### config.mk
export PLATFORM = sky130hd
export DESIGN_NAME = integer_calculator_alu
export DESIGN_NICKNAME = d
export VERILOG_FILES = /design/src/design/ica_pkg.sv /design/src/design/integer_calculator_alu.sv /design/src/design/ica_dp.sv /design/src/design/ica_ctrl.sv
export SDC_FILE = /design/constraint.sdc
export NUM_CORES = 1
export LEC_CHECK = 0
export BUFFER_PORTS_ARGS = -buffer_cell sky130_fd_sc_hd__buf_2
export CELL_PAD_IN_SITES_DETAIL_PLACEMENT = 2
export CELL_PAD_IN_SITES_GLOBAL_PLACEMENT = 2
export CORE_MARGIN = 4
export CORE_UTILIZATION = 43
export CTS_BUF_LIST = sky130_fd_sc_hd__clkbuf_4 sky130_fd_sc_hd__clkbuf_8
export DETAILED_ROUTE_END_ITERATION = 16
export PLACE_DENSITY_LB_ADDON = 0.1
export REMOVE_ABC_BUFFERS = 1
export SYNTH_ARGS = -nofsm -noshare
export SYNTH_HDL_FRONTEND = slang
export SYNTH_SLANG_ARGS = --single-unit
### constraint.sdc
create_clock -name clk -period 5.4 [get_ports clk]
set_input_delay 1.08 -clock clk [delete_from_list [all_inputs] [get_ports clk]]
set_output_delay 1.08 -clock clk [all_outputs]
set_load 0.01 [all_outputs]
### src/design/ica_pkg.sv
// Shared types, codes and constants of the integer calculator ALU.
package ica_pkg;

  localparam int DATA_WIDTH_DEF  = 32;
  localparam int BINOM_MAX_N_DEF = 12;
  localparam int CMD_W           = 3;
  localparam int ST_W            = 2;
  // Every intermediate product of the binomial recurrence for n up to 20 fits here.
  localparam int BINOM_IW        = 24;

  typedef enum logic [CMD_W-1:0] {
    OP_ADD   = 3'd0,
    OP_SUB   = 3'd1,
    OP_MUL   = 3'd2,
    OP_DIV   = 3'd3,
    OP_POW   = 3'd4,
    OP_BINOM = 3'd5
  } op_t;

  typedef enum logic [ST_W-1:0] {
    ST_OK    = 2'd0,
    ST_DIV0  = 2'd1,
    ST_RANGE = 2'd2
  } status_code_t;

  typedef enum logic [3:0] {
    DP_NOP,
    DP_LOAD,
    DP_MUL_INIT,
    DP_MUL_STEP,
    DP_POW_INIT,
    DP_POW_MUL_INIT,
    DP_POW_UPDATE,
    DP_DIV_INIT,
    DP_DIV_STEP,
    DP_BIN_INIT,
    DP_BIN_MUL_INIT,
    DP_BIN_DIV_INIT,
    DP_BIN_UPDATE,
    DP_RESULT
  } dp_op_t;

  typedef struct packed {
    dp_op_t op;
  } dp_cmd_t;

  typedef struct packed {
    logic [CMD_W-1:0] opcode;
    logic             b_zero;
    logic             binom_bad;
    logic             mul_done;
    logic             div_done;
    logic             exp_zero;
    logic             bin_done;
  } dp_stat_t;

  function automatic int imax(input int x, input int y);
    return (x > y) ? x : y;
  endfunction

endpackage

### src/design/integer_calculator_alu.sv
// Integer calculator ALU: add, subtract, multiply, divide, power and binomial coefficient.
//
// The input channel (in_valid/in_ready) carries cmd, operand_a and operand_b; the output
// channel (out_valid/out_ready) carries result_value and status. Each input transaction
// produces exactly one output transaction. Items are worked on one at a time.
// Work per operation after dispatch (W = DATA_WIDTH, IW = max(W, 24)):
//   add, subtract, unused codes, divide by zero, binomial out of range: no iteration
//   multiply: shift-add multiplier, until the remaining bits of operand_b are zero
//   divide: restoring divider over all IW dividend bits
//   power: square-and-multiply, one multiplier pass per exponent bit up to the highest set bit
//   binomial: k rounds of a multiply by (n - i) and a divide by (i + 1)
// Multiplier (mul, pow, binom) and divider (div, binom) run one bit per cycle.
// in_ready returns high together with out_valid, so a new operation can start while the
// previous result waits in the output register. If the receiver stalls, a finished result
// is held back until the output register empties. Synchronous reset returns the
// controller to idle and clears out_valid; no result is pending after reset.
module integer_calculator_alu #(
  parameter int DATA_WIDTH  = ica_pkg::DATA_WIDTH_DEF,
  parameter int BINOM_MAX_N = ica_pkg::BINOM_MAX_N_DEF
) (
  input  logic                          clk,
  input  logic                          rst,
  input  logic                          in_valid,
  output logic                          in_ready,
  input  logic [ica_pkg::CMD_W-1:0]     cmd,
  input  logic signed [DATA_WIDTH-1:0]  operand_a,
  input  logic signed [DATA_WIDTH-1:0]  operand_b,
  output logic                          out_valid,
  input  logic                          out_ready,
  output logic signed [DATA_WIDTH-1:0]  result_value,
  output logic [ica_pkg::ST_W-1:0]      status
);
  import ica_pkg::*;

  dp_cmd_t  ctl;
  dp_stat_t stat;

  ica_ctrl u_ctrl (
    .clk       (clk),
    .rst       (rst),
    .in_valid  (in_valid),
    .in_ready  (in_ready),
    .out_valid (out_valid),
    .out_ready (out_ready),
    .stat      (stat),
    .ctl       (ctl)
  );

  ica_dp #(
    .DATA_WIDTH  (DATA_WIDTH),
    .BINOM_MAX_N (BINOM_MAX_N)
  ) u_dp (
    .clk          (clk),
    .cmd          (cmd),
    .operand_a    (operand_a),
    .operand_b    (operand_b),
    .ctl          (ctl),
    .stat         (stat),
    .result_value (result_value),
    .status       (status)
  );

endmodule

### src/design/ica_dp.sv
// Datapath of the integer calculator ALU: operand latch, shift-add multiplier,
// restoring divider, power and binomial registers, and the output register.
module ica_dp #(
  parameter int DATA_WIDTH  = ica_pkg::DATA_WIDTH_DEF,
  parameter int BINOM_MAX_N = ica_pkg::BINOM_MAX_N_DEF
) (
  input  logic                          clk,
  input  logic [ica_pkg::CMD_W-1:0]     cmd,
  input  logic signed [DATA_WIDTH-1:0]  operand_a,
  input  logic signed [DATA_WIDTH-1:0]  operand_b,
  input  ica_pkg::dp_cmd_t              ctl,
  output ica_pkg::dp_stat_t             stat,
  output logic signed [DATA_WIDTH-1:0]  result_value,
  output logic [ica_pkg::ST_W-1:0]      status
);
  import ica_pkg::*;

  localparam int IW    = imax(DATA_WIDTH, BINOM_IW);
  localparam int CNT_W = $clog2(IW + 1);
  localparam int IDX_W = $clog2(BINOM_MAX_N + 1);

  logic [CMD_W-1:0]      opcode;
  logic [DATA_WIDTH-1:0] opnd_a;
  logic [DATA_WIDTH-1:0] opnd_b;
  logic [DATA_WIDTH-1:0] expo;
  logic [IW-1:0]         acc;
  logic [IW-1:0]         sq;
  logic [IW-1:0]         m1;
  logic [IW-1:0]         m2;
  logic [IW-1:0]         mplier;
  logic [IW-1:0]         p1;
  logic [IW-1:0]         p2;
  logic [IW-1:0]         dvd;
  logic [IW-1:0]         dvs;
  logic [IW-1:0]         rem;
  logic [CNT_W-1:0]      cnt;
  logic [IDX_W-1:0]      idx;

  logic                  a_neg;
  logic                  b_neg;
  logic [DATA_WIDTH-1:0] mag_a;
  logic [DATA_WIDTH-1:0] mag_b;
  logic                  binom_bad;
  logic [IDX_W-1:0]      n_minus_i;
  logic [IDX_W-1:0]      i_plus_1;
  logic [IW:0]           rem_sh;
  logic [IW:0]           rem_sub;
  logic                  div_ge;
  logic [IW-1:0]         quot_signed;

  assign a_neg     = opnd_a[DATA_WIDTH-1];
  assign b_neg     = opnd_b[DATA_WIDTH-1];
  assign mag_a     = a_neg ? (~opnd_a + 1'b1) : opnd_a;
  assign mag_b     = b_neg ? (~opnd_b + 1'b1) : opnd_b;
  assign binom_bad = a_neg | b_neg | (opnd_a > DATA_WIDTH'(BINOM_MAX_N)) | (opnd_b > opnd_a);
  assign n_minus_i = opnd_a[IDX_W-1:0] - idx;
  assign i_plus_1  = idx + 1'b1;

  // One restoring division step: bring down the next dividend bit.
  assign rem_sh      = {rem, dvd[IW-1]};
  assign div_ge      = (rem_sh >= {1'b0, dvs});
  assign rem_sub     = rem_sh - {1'b0, dvs};
  assign quot_signed = (a_neg ^ b_neg) ? (~dvd + 1'b1) : dvd;

  always_comb begin
    stat.opcode    = opcode;
    stat.b_zero    = (opnd_b == '0);
    stat.binom_bad = binom_bad;
    stat.mul_done  = (mplier == '0);
    stat.div_done  = (cnt == '0);
    stat.exp_zero  = (expo == '0);
    stat.bin_done  = (idx == opnd_b[IDX_W-1:0]);
  end

  always_ff @(posedge clk) begin
    unique case (ctl.op)
      DP_LOAD: begin
        opcode <= cmd;
        opnd_a <= operand_a;
        opnd_b <= operand_b;
      end
      DP_MUL_INIT: begin
        m1     <= IW'(opnd_a);
        mplier <= IW'(opnd_b);
        p1     <= '0;
      end
      DP_MUL_STEP: begin
        // Both products share the multiplier; the second one is the squaring for power.
        if (mplier[0]) begin
          p1 <= p1 + m1;
          p2 <= p2 + m2;
        end
        m1     <= m1 << 1;
        m2     <= m2 << 1;
        mplier <= mplier >> 1;
      end
      DP_POW_INIT: begin
        acc  <= IW'(1);
        sq   <= IW'(opnd_a);
        expo <= b_neg ? '0 : opnd_b;
      end
      DP_POW_MUL_INIT: begin
        m1     <= acc;
        m2     <= sq;
        mplier <= IW'(sq[DATA_WIDTH-1:0]);
        p1     <= '0;
        p2     <= '0;
      end
      DP_POW_UPDATE: begin
        if (expo[0]) begin
          acc <= p1;
        end
        sq   <= p2;
        expo <= expo >> 1;
      end
      DP_DIV_INIT: begin
        dvd <= IW'(mag_a);
        dvs <= IW'(mag_b);
        rem <= '0;
        cnt <= CNT_W'(IW);
      end
      DP_DIV_STEP: begin
        rem <= div_ge ? rem_sub[IW-1:0] : rem_sh[IW-1:0];
        dvd <= {dvd[IW-2:0], div_ge};
        cnt <= cnt - 1'b1;
      end
      DP_BIN_INIT: begin
        acc <= IW'(1);
        idx <= '0;
      end
      DP_BIN_MUL_INIT: begin
        m1     <= acc;
        mplier <= IW'(n_minus_i);
        p1     <= '0;
      end
      DP_BIN_DIV_INIT: begin
        dvd <= p1;
        dvs <= IW'(i_plus_1);
        rem <= '0;
        cnt <= CNT_W'(IW);
      end
      DP_BIN_UPDATE: begin
        acc <= dvd;
        idx <= idx + 1'b1;
      end
      DP_RESULT: begin
        unique case (opcode)
          OP_ADD: begin
            result_value <= opnd_a + opnd_b;
            status       <= ST_OK;
          end
          OP_SUB: begin
            result_value <= opnd_a - opnd_b;
            status       <= ST_OK;
          end
          OP_MUL: begin
            result_value <= p1[DATA_WIDTH-1:0];
            status       <= ST_OK;
          end
          OP_DIV: begin
            if (opnd_b == '0) begin
              result_value <= DATA_WIDTH'(1);
              status       <= ST_DIV0;
            end else begin
              result_value <= quot_signed[DATA_WIDTH-1:0];
              status       <= ST_OK;
            end
          end
          OP_POW: begin
            result_value <= acc[DATA_WIDTH-1:0];
            status       <= ST_OK;
          end
          OP_BINOM: begin
            if (binom_bad) begin
              result_value <= '0;
              status       <= ST_RANGE;
            end else begin
              result_value <= acc[DATA_WIDTH-1:0];
              status       <= ST_OK;
            end
          end
          default: begin
            result_value <= '0;
            status       <= ST_OK;
          end
        endcase
      end
      default: begin
      end
    endcase
  end

endmodule

### src/design/ica_ctrl.sv
// Controller of the integer calculator ALU: sequences the datapath and runs the handshakes.
module ica_ctrl (
  input  logic                clk,
  input  logic                rst,
  input  logic                in_valid,
  output logic                in_ready,
  output logic                out_valid,
  input  logic                out_ready,
  input  ica_pkg::dp_stat_t   stat,
  output ica_pkg::dp_cmd_t    ctl
);
  import ica_pkg::*;

  typedef enum logic [9:0] {
    S_IDLE     = 10'b0000000001,
    S_DISPATCH = 10'b0000000010,
    S_MUL      = 10'b0000000100,
    S_DIV      = 10'b0000001000,
    S_POW_LOOP = 10'b0000010000,
    S_POW_MUL  = 10'b0000100000,
    S_BIN_LOOP = 10'b0001000000,
    S_BIN_MUL  = 10'b0010000000,
    S_BIN_DIV  = 10'b0100000000,
    S_FINISH   = 10'b1000000000
  } state_t;

  state_t state;
  state_t state_next;
  logic   out_valid_next;
  logic   out_free;
  logic   issue;
  dp_op_t dp_op;

  assign in_ready = (state == S_IDLE);
  assign out_free = !out_valid || out_ready;
  assign ctl.op   = dp_op;
  assign out_valid_next = issue || (out_valid && !out_ready);

  always_comb begin
    state_next = state;
    dp_op      = DP_NOP;
    issue      = 1'b0;
    unique case (state)
      S_IDLE: begin
        if (in_valid) begin
          dp_op      = DP_LOAD;
          state_next = S_DISPATCH;
        end
      end
      S_DISPATCH: begin
        unique case (stat.opcode)
          OP_MUL: begin
            dp_op      = DP_MUL_INIT;
            state_next = S_MUL;
          end
          OP_DIV: begin
            if (stat.b_zero) begin
              state_next = S_FINISH;
            end else begin
              dp_op      = DP_DIV_INIT;
              state_next = S_DIV;
            end
          end
          OP_POW: begin
            dp_op      = DP_POW_INIT;
            state_next = S_POW_LOOP;
          end
          OP_BINOM: begin
            if (stat.binom_bad) begin
              state_next = S_FINISH;
            end else begin
              dp_op      = DP_BIN_INIT;
              state_next = S_BIN_LOOP;
            end
          end
          default: begin
            state_next = S_FINISH;
          end
        endcase
      end
      S_MUL: begin
        if (stat.mul_done) begin
          state_next = S_FINISH;
        end else begin
          dp_op = DP_MUL_STEP;
        end
      end
      S_DIV: begin
        if (stat.div_done) begin
          state_next = S_FINISH;
        end else begin
          dp_op = DP_DIV_STEP;
        end
      end
      S_POW_LOOP: begin
        if (stat.exp_zero) begin
          state_next = S_FINISH;
        end else begin
          dp_op      = DP_POW_MUL_INIT;
          state_next = S_POW_MUL;
        end
      end
      S_POW_MUL: begin
        if (stat.mul_done) begin
          dp_op      = DP_POW_UPDATE;
          state_next = S_POW_LOOP;
        end else begin
          dp_op = DP_MUL_STEP;
        end
      end
      S_BIN_LOOP: begin
        if (stat.bin_done) begin
          state_next = S_FINISH;
        end else begin
          dp_op      = DP_BIN_MUL_INIT;
          state_next = S_BIN_MUL;
        end
      end
      S_BIN_MUL: begin
        if (stat.mul_done) begin
          dp_op      = DP_BIN_DIV_INIT;
          state_next = S_BIN_DIV;
        end else begin
          dp_op = DP_MUL_STEP;
        end
      end
      S_BIN_DIV: begin
        if (stat.div_done) begin
          dp_op      = DP_BIN_UPDATE;
          state_next = S_BIN_LOOP;
        end else begin
          dp_op = DP_DIV_STEP;
        end
      end
      S_FINISH: begin
        // The result goes to the output register only once the previous one has left.
        if (out_free) begin
          dp_op      = DP_RESULT;
          issue      = 1'b1;
          state_next = S_IDLE;
        end
      end
      default: begin
        state_next = S_IDLE;
      end
    endcase
  end

  always_ff @(posedge clk) begin
    if (rst) begin
      state     <= S_IDLE;
      out_valid <= 1'b0;
    end else begin
      state     <= state_next;
      out_valid <= out_valid_next;
    end
  end

endmodule

### Word-level counts from Yosys, hierarchy flattened

Cells that the tools add are included.

* $add $sub $neg: 11
* order comparisons: 3
* equal/unequal tests: 38
* muxes and demuxes: 55
* bitwise gates (word level): 7
* reduce and logical (&&, ||, !) cells: 28

Operators by type and width (number)
* one-hot mux 32 bit (2 select lines): 7
* two-way mux 32 bit: 9
* one-hot mux 32 bit (3 select lines): 3
* one-hot mux 32 bit (6 select lines): 1
* one-hot mux 32 bit (4 select lines): 1
* two-way mux 10 bit: 11
* one-hot mux 10 bit (10 select lines): 1
* adder 32 x 1 -> 32 bit (second input constant): 3
* adder 32 bit: 3
* zero test 32 bit: 3
* NOT 32 bit: 3
* subtractor 32 bit: 2
* one-hot mux 10 bit (4 select lines): 1
* one-hot mux 4 bit (10 select lines): 1
* greater-or-equal comparator 33 x 32 -> 1 bit: 1
* > comparator 32 bit: 1
* > comparator 32 x 4 -> 1 bit (second input constant): 1
* two-way mux 31 bit: 1
* == test 4 bit (second input constant): 6
* two-way mux 4 bit: 5
* == test 4 x 3 -> 1 bit (second input constant): 4
* one-hot mux 4 bit (4 select lines): 1
* two-way mux 3 bit: 4
* inequality test 2 bit (second input constant): 6
* other kinds (39): 63

* register bits: 474
* input port bits: 71
* output and inout bits: 36
* word-level logic and storage cells: 162

### Logic depth before layout (Yosys ltp)

Gate-level depths: netlist of the first run.

* word-level depth: 10
* depth in mapped cells: 15
* gate-level depth less buffers: 14

### Hierarchy

Synthesis of the first run repeated with hierarchy kept, for this count alone.

* cell total of the unflattened synthesis: 2971
* area total of the unflattened synthesis: 29872.4 µm²

By module, submodules not included
* ica_dp: instances 1, cells an instance 2856, area each 28981.5 µm², seq. area each 13873.3 µm²
* ica_ctrl: instances 1, cells an instance 115, area each 890.9 µm², seq. area each 220.2 µm²

### Worst setup path after synthesis of the first run

OpenSTA, ideal clock, no wires.

* path type: register to register
* start point: register u_ctrl.state[5]
* end point: register u_dp.p1[0] (enable)
* library setup time: 388 ps
* data arrival time: 4614 ps
* data required time: 5012 ps
* path slack: 398 ps
* cell stages (with the launch flop): 11
* buffers on the path: 2
* period minus slack after synthesis: 5002 ps
* path through: dfxtp_1 > or4_1 > nor2b_1 > nand3_1 > inv_1 > and2_1 > or4_1 > and4_1 > buf_2 > buf_2 > a21o_1

* longest elaborated chain between the ends: 6
* elaborated cells between the ends (all ways): 19
* those cells by class: eq/ne (15); mux (1); reduce/logical (3)

Ends and longest elaborated chain
* start, declared: RTL line ica_ctrl.sv:27 `state_t state;`
* start signal, assigned: RTL line ica_ctrl.sv:154 `state <= state_next;`
* == test 10 x 1 -> 1 bit *
* named net in_ready: RTL line integer_calculator_alu.sv:24 `output logic in_ready,`
* one-hot mux 4 bit (10 select lines) *: RTL line ica_ctrl.sv:43 `unique case (state)`
* == test 4 x 2 -> 1 bit, or another cell as far along: RTL line ica_dp.sv:76 `unique case (ctl.op)`
* OR reduction 3 bit (no source line)
* nonzero test 2 bit (no source line)
* AND reduction 2 bit (no source line) *
* end signal, assigned: RTL line ica_dp.sv:90 `p1 <= p1 + m1;`
* end, declared: RTL line ica_dp.sv:31 `logic [IW-1:0] p1;`

Mark *: on every way through the listed nets, which the timed path passes. The rest lies on a longest branch.
A chain may end at the register's enable or synchronous reset.

### Final worst setup path of the first run

* start point: register u_dp.opnd_b[1]
* end point: register u_dp.m1[9] (enable)

* longest elaborated chain between the ends: 8
* elaborated cells between the ends (all ways): 15
* those cells by class: order compare (1); eq/ne (5); mux (5); bitwise (1); reduce/logical (3)

Ends and longest elaborated chain
* start, declared: RTL line ica_dp.sv:24 `logic [DATA_WIDTH-1:0] opnd_b;`
* start signal, assigned: RTL line ica_dp.sv:80 `opnd_b <= operand_b;`
* > comparator 32 bit: RTL line ica_dp.sv:55 `assign binom_bad = a_neg | b_neg | (opnd_a > DATA_WIDTH'(BINOM_MAX_N)) | (opnd_b > opnd_a);`
* OR 1 bit: RTL line ica_dp.sv:55
* two-way mux 4 bit: RTL line ica_ctrl.sv:69 `if (stat.binom_bad) begin`
* one-hot mux 4 bit (4 select lines): RTL line ica_ctrl.sv:51 `unique case (stat.opcode)`
* one-hot mux 4 bit (10 select lines) *: RTL line ica_ctrl.sv:43
* == test 4 bit or == test 4 x 3 -> 1 bit (tied branches): RTL line ica_dp.sv:76
* OR reduction 2 bit (no source line)
* nonzero test 3 bit (no source line) *
* end signal, assigned: RTL line ica_dp.sv:83 `m1 <= IW'(opnd_a);`
* end signal, assigned: RTL line ica_dp.sv:93 `m1 <= m1 << 1;`
* end, declared: RTL line ica_dp.sv:28 `logic [IW-1:0] m1;`

Every way passes the cells marked *; elsewhere a longest branch is shown, timed or not.

==> results of run 1 <==
how the worst max path moves through the flow:
stage                                             from                         to  slack [ns]
after CTS                     u_dp.opnd_b[1]$_DFFE_PN_       u_dp.m1[9]$_DFFE_PP_        0.32
after global placement        u_dp.opnd_b[1]$_DFFE_PN_      u_dp.m1[29]$_DFFE_PP_        0.68
final                         u_dp.opnd_b[1]$_DFFE_PN_       u_dp.m1[9]$_DFFE_PP_        0.29
after floorplan           u_ctrl.state[5]$_SDFFE_PP0P_  u_dp.mplier[10]$_DFFE_PP_       -3.58
after global routing          u_dp.opnd_b[1]$_DFFE_PN_     u_dp.dvd[31]$_DFFE_PP_        0.09
after detailed placement      u_dp.opnd_b[1]$_DFFE_PN_  u_dp.mplier[28]$_DFFE_PP_        0.43
cell families after synthesis:
| kind of cell | count (synthesis) | synth area share [%] |
|---|---|---|
| xor+xnor | 207 | 6.089 |
| flops | 473 | 47.34 |
| compound gates | 828 | 18.68 |
| mux | 47 | 1.702 |
| fa+ha+maj | 173 | 7.422 |
| simple gates | 965 | 14.94 |
| buf+inv | 292 | 3.833 |
state kept, by name, summed over array words and instances, names as in the netlist, 10 cells and up:
| signal | count |
|---|---|
| u_dp.acc | 32 |
| u_dp.dvd | 32 |
| u_dp.opnd_b | 32 |
| u_dp.m2 | 32 |
| u_dp.expo | 31 |
| u_dp.dvs | 32 |
| u_dp.opnd_a | 32 |
| u_dp.p1 | 32 |
| u_dp.sq | 32 |
| u_dp.p2 | 32 |
| u_dp.m1 | 32 |
| u_dp.result_value | 32 |
| u_dp.rem | 32 |
| u_dp.mplier | 32 |
| u_ctrl.state | 10 |
cell usage after synthesis, types with 37 or more instances:
master	instances	area share [%]
nand3_1	40	0.67
nor3_1	56	0.94
a22oi_1	94	2.4
edfxtp_1	462	47
inv_1	139	1.8
xor2_1	72	2.1
o21ai_0	169	2.8
xnor2_1	135	4.0
o31ai_1	70	1.8
nand2_1	371	4.7
a21o_1	78	2.0
a21oi_1	176	3.0
ha_1	167	7.0
nor4_1	37	0.78
clkbuf_1	102	1.3
nor2_1	261	3.3
area by class of cell:
class                      count  share of cell area [%]
clock inverter                45                  0.8701
sequential                   473                   42.25
clock buffer                 117                   4.377
tap                          931                   3.492
multi-input combinational   2220                   43.81
timing repair buffer         187                   3.600
antenna                        3                 0.02250
inverter                     141                   1.586
power by group through the flow:
stage	combinational, W	clock [W]	sequential [W]
after floorplan	0.00189	0	0.00459
after global placement	0.00314	0	0.00462
after detailed placement	0.00327	0	0.00464
after CTS	0.00331	0.00366	0.00456
after global routing	0.00359	0.00383	0.00458
final	0.00337	0.00362	0.00458
per-stage QoR:
stage / setup TNS [ns] / power, W / utilization (%) / hold WS [ns] / worst slack [ns]
2_1_floorplan: -855.54 / 0.006483 / - / 0.5076 / -3.576
3_3_place_gp: 0 / 0.007768 / 46.08 / 0.5304 / 0.6775
3_5_place_dp: 0 / 0.007906 / 46.08 / 0.5449 / 0.4267
4_1_cts: 0 / 0.01153 / 48.63 / 0.4546 / 0.3169
5_1_grt: 0 / 0.01200 / 48.63 / 0.4645 / 0.08946
6_report: 0 / 0.01156 / 48.64 / 0.4987 / 0.2923
per-layer routing:
metal	global-route usage [%]	vias up	wire length [um]	share of wire, %
li1	-	11350	-	-
met2	56.50	1048	60250	48
met4	12.11	8	5018	4.0
met1	43.48	13500	52120	41
met3	6.779	274	9255	7.3
met5	0	-	54	0.043
==> flow_metrics.env, run 1 <==
export IMPL_synth_cell_type_count=75
export IMPL_start_kind="register"
export IMPL_seq_power_share_pct=39.6
export IMPL_drtIter0Drc=2502
export IMPL_min_period_over_period_pct=94.59
export IMPL_grt_pass1_vias=28230
export IMPL_synth_edf_count=462
export IMPL_synth_flop_cell="edfxtp_1"
export IMPL_grt_overflow=0
export IMPL_crit_required_ns=5.72
export IMPL_vias_per_cell=6.357
export IMPL_drv_cap=0
export IMPL_critPathTopFamily="simple AND/OR/NAND/NOR gates"
export IMPL_skew_ns=0.05968
export IMPL_synth_avg_cell_area_um2=9.974
export IMPL_io_buffer_count=106
export IMPL_clkPwrFrac_pct=31.3
export IMPL_drcViolationCount=0
export IMPL_cts_inserted_buffers=90
export IMPL_multi_input_area_mm2=0.01461
export IMPL_cts_sinks=473
export IMPL_switching_share_pct=37.23
export IMPL_cts_setup_buffers=0
export IMPL_hold_path_class="primary input to register"
export IMPL_syn2layout_area_growth_pct=12.05
export IMPL_clkLatencyLatePin_ns=0.75
export IMPL_crit_chain="inv_1 -> ha_1 -> or3b_1 -> nor4_4 -> nand4_1 -> and3_1 -> a2111oi_4 -> nand2b_1 -> inv_1 -> a21o_1 -> or2_2"
export IMPL_cts_buffer_depth=3
export IMPL_drv_slew=0
export IMPL_period_needed_ns=5.108
export IMPL_cts_max_level=3
export IMPL_reg2reg_to="u_dp.m1[9]$_DFFE_PP_"
export IMPL_nFillCells=7169
export IMPL_cts_hold_buf=0
export IMPL_cts_root_buf="clkbuf_8"
export IMPL_p_sw_w=0.004304
export IMPL_crit_cells=11
export IMPL_crit_fanout=32
export IMPL_drive_gt1_share_pct=12.47
export IMPL_mostFrequentLayoutCell="edfxtp_1"
export IMPL_grt_max_degree=72
export IMPL_fmax_ghz=0.1958
export IMPL_rsz0062_at_grt="false"
export IMPL_clk_pin_slew_worst_paths_ns=0.06
export IMPL_setup_viol=0
export IMPL_min_delay_start="operand_a[30]"
export IMPL_slowest_stage="or2_2"
export IMPL_rrSetupSlack_ns=0.29
export IMPL_holdPathStages=1
export IMPL_cts_tree="yes"
export IMPL_power_density_mw_per_mm2=346.5
export IMPL_rows=96
export IMPL_ios=107
export IMPL_p_int_w=0.007256
export IMPL_core_area_mm2=0.06859
export IMPL_ant_nets=0
export IMPL_vdd_drop_max_mv=0.2083
export IMPL_final_nets=3357
export IMPL_dp_hpwl_mm=94.73
export IMPL_p_leak_nw=12.82
export IMPL_drt_wirelength_per_cell_um=30.77
export IMPL_dp_cells=3952
export IMPL_status="complete, no violations"
export IMPL_cts_repair_resized=0
export IMPL_fp_dieW_um=271.1
export IMPL_grt_pass1_wl_mm=188.1
export IMPL_postSynth_asyncResetShare_pct=0
export IMPL_reg2reg_depth=11
export IMPL_first_pass_iters=7
export IMPL_fin_cells=4117
export IMPL_fp_dieArea_mm2=0.07351
export IMPL_design_area_mm2=0.03336
export IMPL_routed_wl_mm=126.7
export IMPL_dpl_cell_area_mm2=0.03160
export IMPL_start_util_pct=43.41
export IMPL_vias=26170
export IMPL_slew_headroom_pct=14.34
export IMPL_seq_area_frac_synth_pct=47.34
export IMPL_critPathMaxStageDelay_ns=0.78
export IMPL_ys_ff_latch=473
export IMPL_grt_antenna_before_repair=16
export IMPL_crit_top_cell="inv_1"
export IMPL_arrival_ns=5.43
export IMPL_hold_viol=0
export IMPL_track_usage_pct=33.68
export IMPL_crit_buf_inv=2
export IMPL_crit_path_end_kind="register"
export IMPL_reg2reg_from="u_dp.opnd_b[1]$_DFFE_PN_"
export IMPL_gp_congestion=0.9279
export IMPL_ys_warn_count=0
export IMPL_regArea_mm2=0.01409
export IMPL_hold_end="u_dp.opnd_a[30]$_DFFE_PN_"
export IMPL_worst_pin_slew_ns=1.282
export IMPL_syn_area_mm2=0.02977
export IMPL_synthCells=2985
export IMPL_final_cell_mix="edfxtp_1 (462), nand2_1 (371), nor2_1 (259)"
export IMPL_combPwrFrac_pct=29.1
export IMPL_critPathKind="register to register"
export IMPL_fp_dieH_um=271.1
(Power assumes the default switching activity.)
==> run 2, diff against run 1 <==
- CTS_BUF_LIST: sky130_fd_sc_hd__clkbuf_4 sky130_fd_sc_hd__clkbuf_8 -> sky130_fd_sc_hd__clkbuf_8
==> run 2 against run 1 <==
  * Worst setup slack better by 0.039 ns
  * Register-to-register slack better by 0.04 ns
  * Clock power down 5%
  * Flip-flop and latch count unchanged
  * Maximum frequency up 0.77%
  * Routed wire length down 0.78%
  * Critical endpoint unchanged
  * Sequential share of layout area up 0.12 points
  * Via count down 0.87%
  * Cell count about the same
  * Cell area down 0.28%
  * First-iteration DRC count down 8.3%
==> flow_metrics.env, run 2 (synthesis gave the netlist of run 1 again) <==
export IMPL_grt_pass1_vias=27980
export IMPL_p_sw_w=0.004272
export IMPL_fmax_ghz=0.1973
export IMPL_hold_path_class="primary input to register"
export IMPL_first_pass_iters=7
export IMPL_period_needed_ns=5.069
export IMPL_cts_buffer_depth=3
export IMPL_reg2reg_depth=11
export IMPL_crit_path_end_kind="register"
export IMPL_p_int_w=0.007089
export IMPL_rsz0062_at_grt="false"
export IMPL_vias=25940
export IMPL_ant_nets=0
export IMPL_worst_pin_slew_ns=1.231
export IMPL_clkPwrFrac_pct=30.2
export IMPL_dp_hpwl_mm=94.73
export IMPL_reg2reg_to="u_dp.m1[9]$_DFFE_PP_"
export IMPL_cp_startpoint="u_dp.opnd_b[1]$_DFFE_PN_"
export IMPL_regArea_mm2=0.01409
export IMPL_grt_overflow=0
export IMPL_drive_gt1_share_pct=11.72
export IMPL_design_area_mm2=0.03327
export IMPL_cts_hold_buf=0
export IMPL_fp_dieW_um=271.1
export IMPL_critPathKind="register to register"
export IMPL_start_util_pct=43.41
export IMPL_setup_slack_ns=0.3312
export IMPL_crit_fanout=32
export IMPL_track_usage_pct=33.49
export IMPL_fp_dieArea_mm2=0.07351
export IMPL_pre_cts_ws_ns=0.4267
export IMPL_grt_max_degree=72
export IMPL_drt_wirelength_per_cell_um=30.54
export IMPL_switching_share_pct=37.60
export IMPL_cts_inserted_buffers=90
export IMPL_cts_tree="yes"
export IMPL_vdd_drop_max_mv=0.2187
export IMPL_final_cell_mix="edfxtp_1 (462), nand2_1 (371), nor2_1 (259)"
export IMPL_arrival_ns=5.39
export IMPL_grt_pass1_wl_mm=186.1
export IMPL_drcViolationCount=0
export IMPL_vias_per_cell=6.303
export IMPL_fp_dieH_um=271.1
export IMPL_hold_viol=0
export IMPL_dp_cells=3952
export IMPL_fin_cells=4116
export IMPL_cts_repair_resized=0
export IMPL_mostFrequentLayoutCell="edfxtp_1"
export IMPL_status="complete, no violations"
export IMPL_grt_antenna_before_repair=18
export IMPL_setup_viol=0
export IMPL_rrSetupSlack_ns=0.33
export IMPL_combPwrFrac_pct=29.5
export IMPL_min_period_over_period_pct=93.87
export IMPL_cts_root_buf="clkbuf_8"
export IMPL_drv_cap=0
export IMPL_seq_power_share_pct=40.3
export IMPL_clkLatencyLatePin_ns=0.75
export IMPL_ios=107
export IMPL_io_buffer_count=106
export IMPL_drv_slew=0
export IMPL_nFillCells=7186
export IMPL_rows=96
export IMPL_cts_setup_buffers=0
export IMPL_multi_input_area_mm2=0.01461
export IMPL_drtIter0Drc=2295
export IMPL_holdWs_ns=0.5009
export IMPL_dpl_cell_area_mm2=0.03160
export IMPL_core_area_mm2=0.06859
export IMPL_clk_pin_slew_worst_paths_ns=0.06
export IMPL_routed_wl_mm=125.7
export IMPL_final_nets=3357
export IMPL_setup_worst_path_end="u_dp.m1[9]$_DFFE_PP_"
export IMPL_cts_sinks=473
export IMPL_gp_congestion=0.9279
export IMPL_crit_required_ns=5.72
export IMPL_power_density_mw_per_mm2=341.5
export IMPL_skew_ns=0.06001
export IMPL_syn2layout_area_growth_pct=11.74
export IMPL_slew_headroom_pct=17.72
export IMPL_start_kind="register"
export IMPL_reg2reg_from="u_dp.opnd_b[1]$_DFFE_PN_"
export IMPL_p_leak_nw=12.84
export IMPL_cts_max_level=3
## run 2: final cells by class
cell class / instances / share of cell area, %
antenna: 2 / 0.01504
clock inverter: 69 / 1.143
tap: 931 / 3.501
multi-input combinational: 2220 / 43.93
clock buffer: 93 / 3.847
timing repair buffer: 187 / 3.611
inverter: 141 / 1.591
sequential: 473 / 42.36
## run 2: metal layers
layer,wire length [um],GRT usage (%)
met3,9873,8.847
met1,50890,42.13
met5,81,0
met2,58910,54.90
met4,5946,14.11
## run 2: worst min-delay path by stage
stage / start / endpoint / slack (ns) / cells after the start
after floorplan: u_dp.sq[31]$_DFFE_PP_ / u_dp.mplier[31]$_DFFE_PP_ / 0.51 / 2
after global placement: u_dp.p2[2]$_SDFFCE_PN0P_ / u_dp.sq[2]$_DFFE_PP_ / 0.53 / 2
after detailed placement: u_dp.p2[21]$_SDFFCE_PN0P_ / u_dp.sq[21]$_DFFE_PP_ / 0.54 / 2
after CTS: operand_a[23] / u_dp.opnd_a[23]$_DFFE_PN_ / 0.45 / 1
after global routing: operand_b[29] / u_dp.opnd_b[29]$_DFFE_PN_ / 0.47 / 1
final: operand_b[29] / u_dp.opnd_b[29]$_DFFE_PN_ / 0.50 / 1
## run 2: power by group through the flow
| stage | registers, W | clock network, W | logic [W] |
|---|---|---|---|
| after CTS | 0.00456 | 0.00348 | 0.00330 |
| after floorplan | 0.00459 | 0 | 0.00189 |
| after global routing | 0.00458 | 0.00366 | 0.00359 |
| after detailed placement | 0.00464 | 0 | 0.00327 |
| final | 0.00457 | 0.00343 | 0.00336 |
| after global placement | 0.00462 | 0 | 0.00314 |
## run 2: per-stage QoR
step           TNS, ns  power, W  util, %
3_3_place_gp         0  0.007768    46.08
2_1_floorplan  -855.54  0.006483        -
4_1_cts              0   0.01135    48.50
3_5_place_dp         0  0.007906    46.08
5_1_grt              0   0.01182    48.50
6_report             0   0.01136    48.51
## run 2: worst max-delay path, cell delays in order (launching register included)
cell	delay, ns
edfxtp_1	0.53
inv_1	0.24
ha_1	0.24
or3b_1	0.49
nor4_4	0.43
nand4_1	0.47
and3_1	0.43
a2111oi_4	0.39
nand2b_1	0.17
inv_1	0.09
a21o_1	0.37
or2_2	0.77
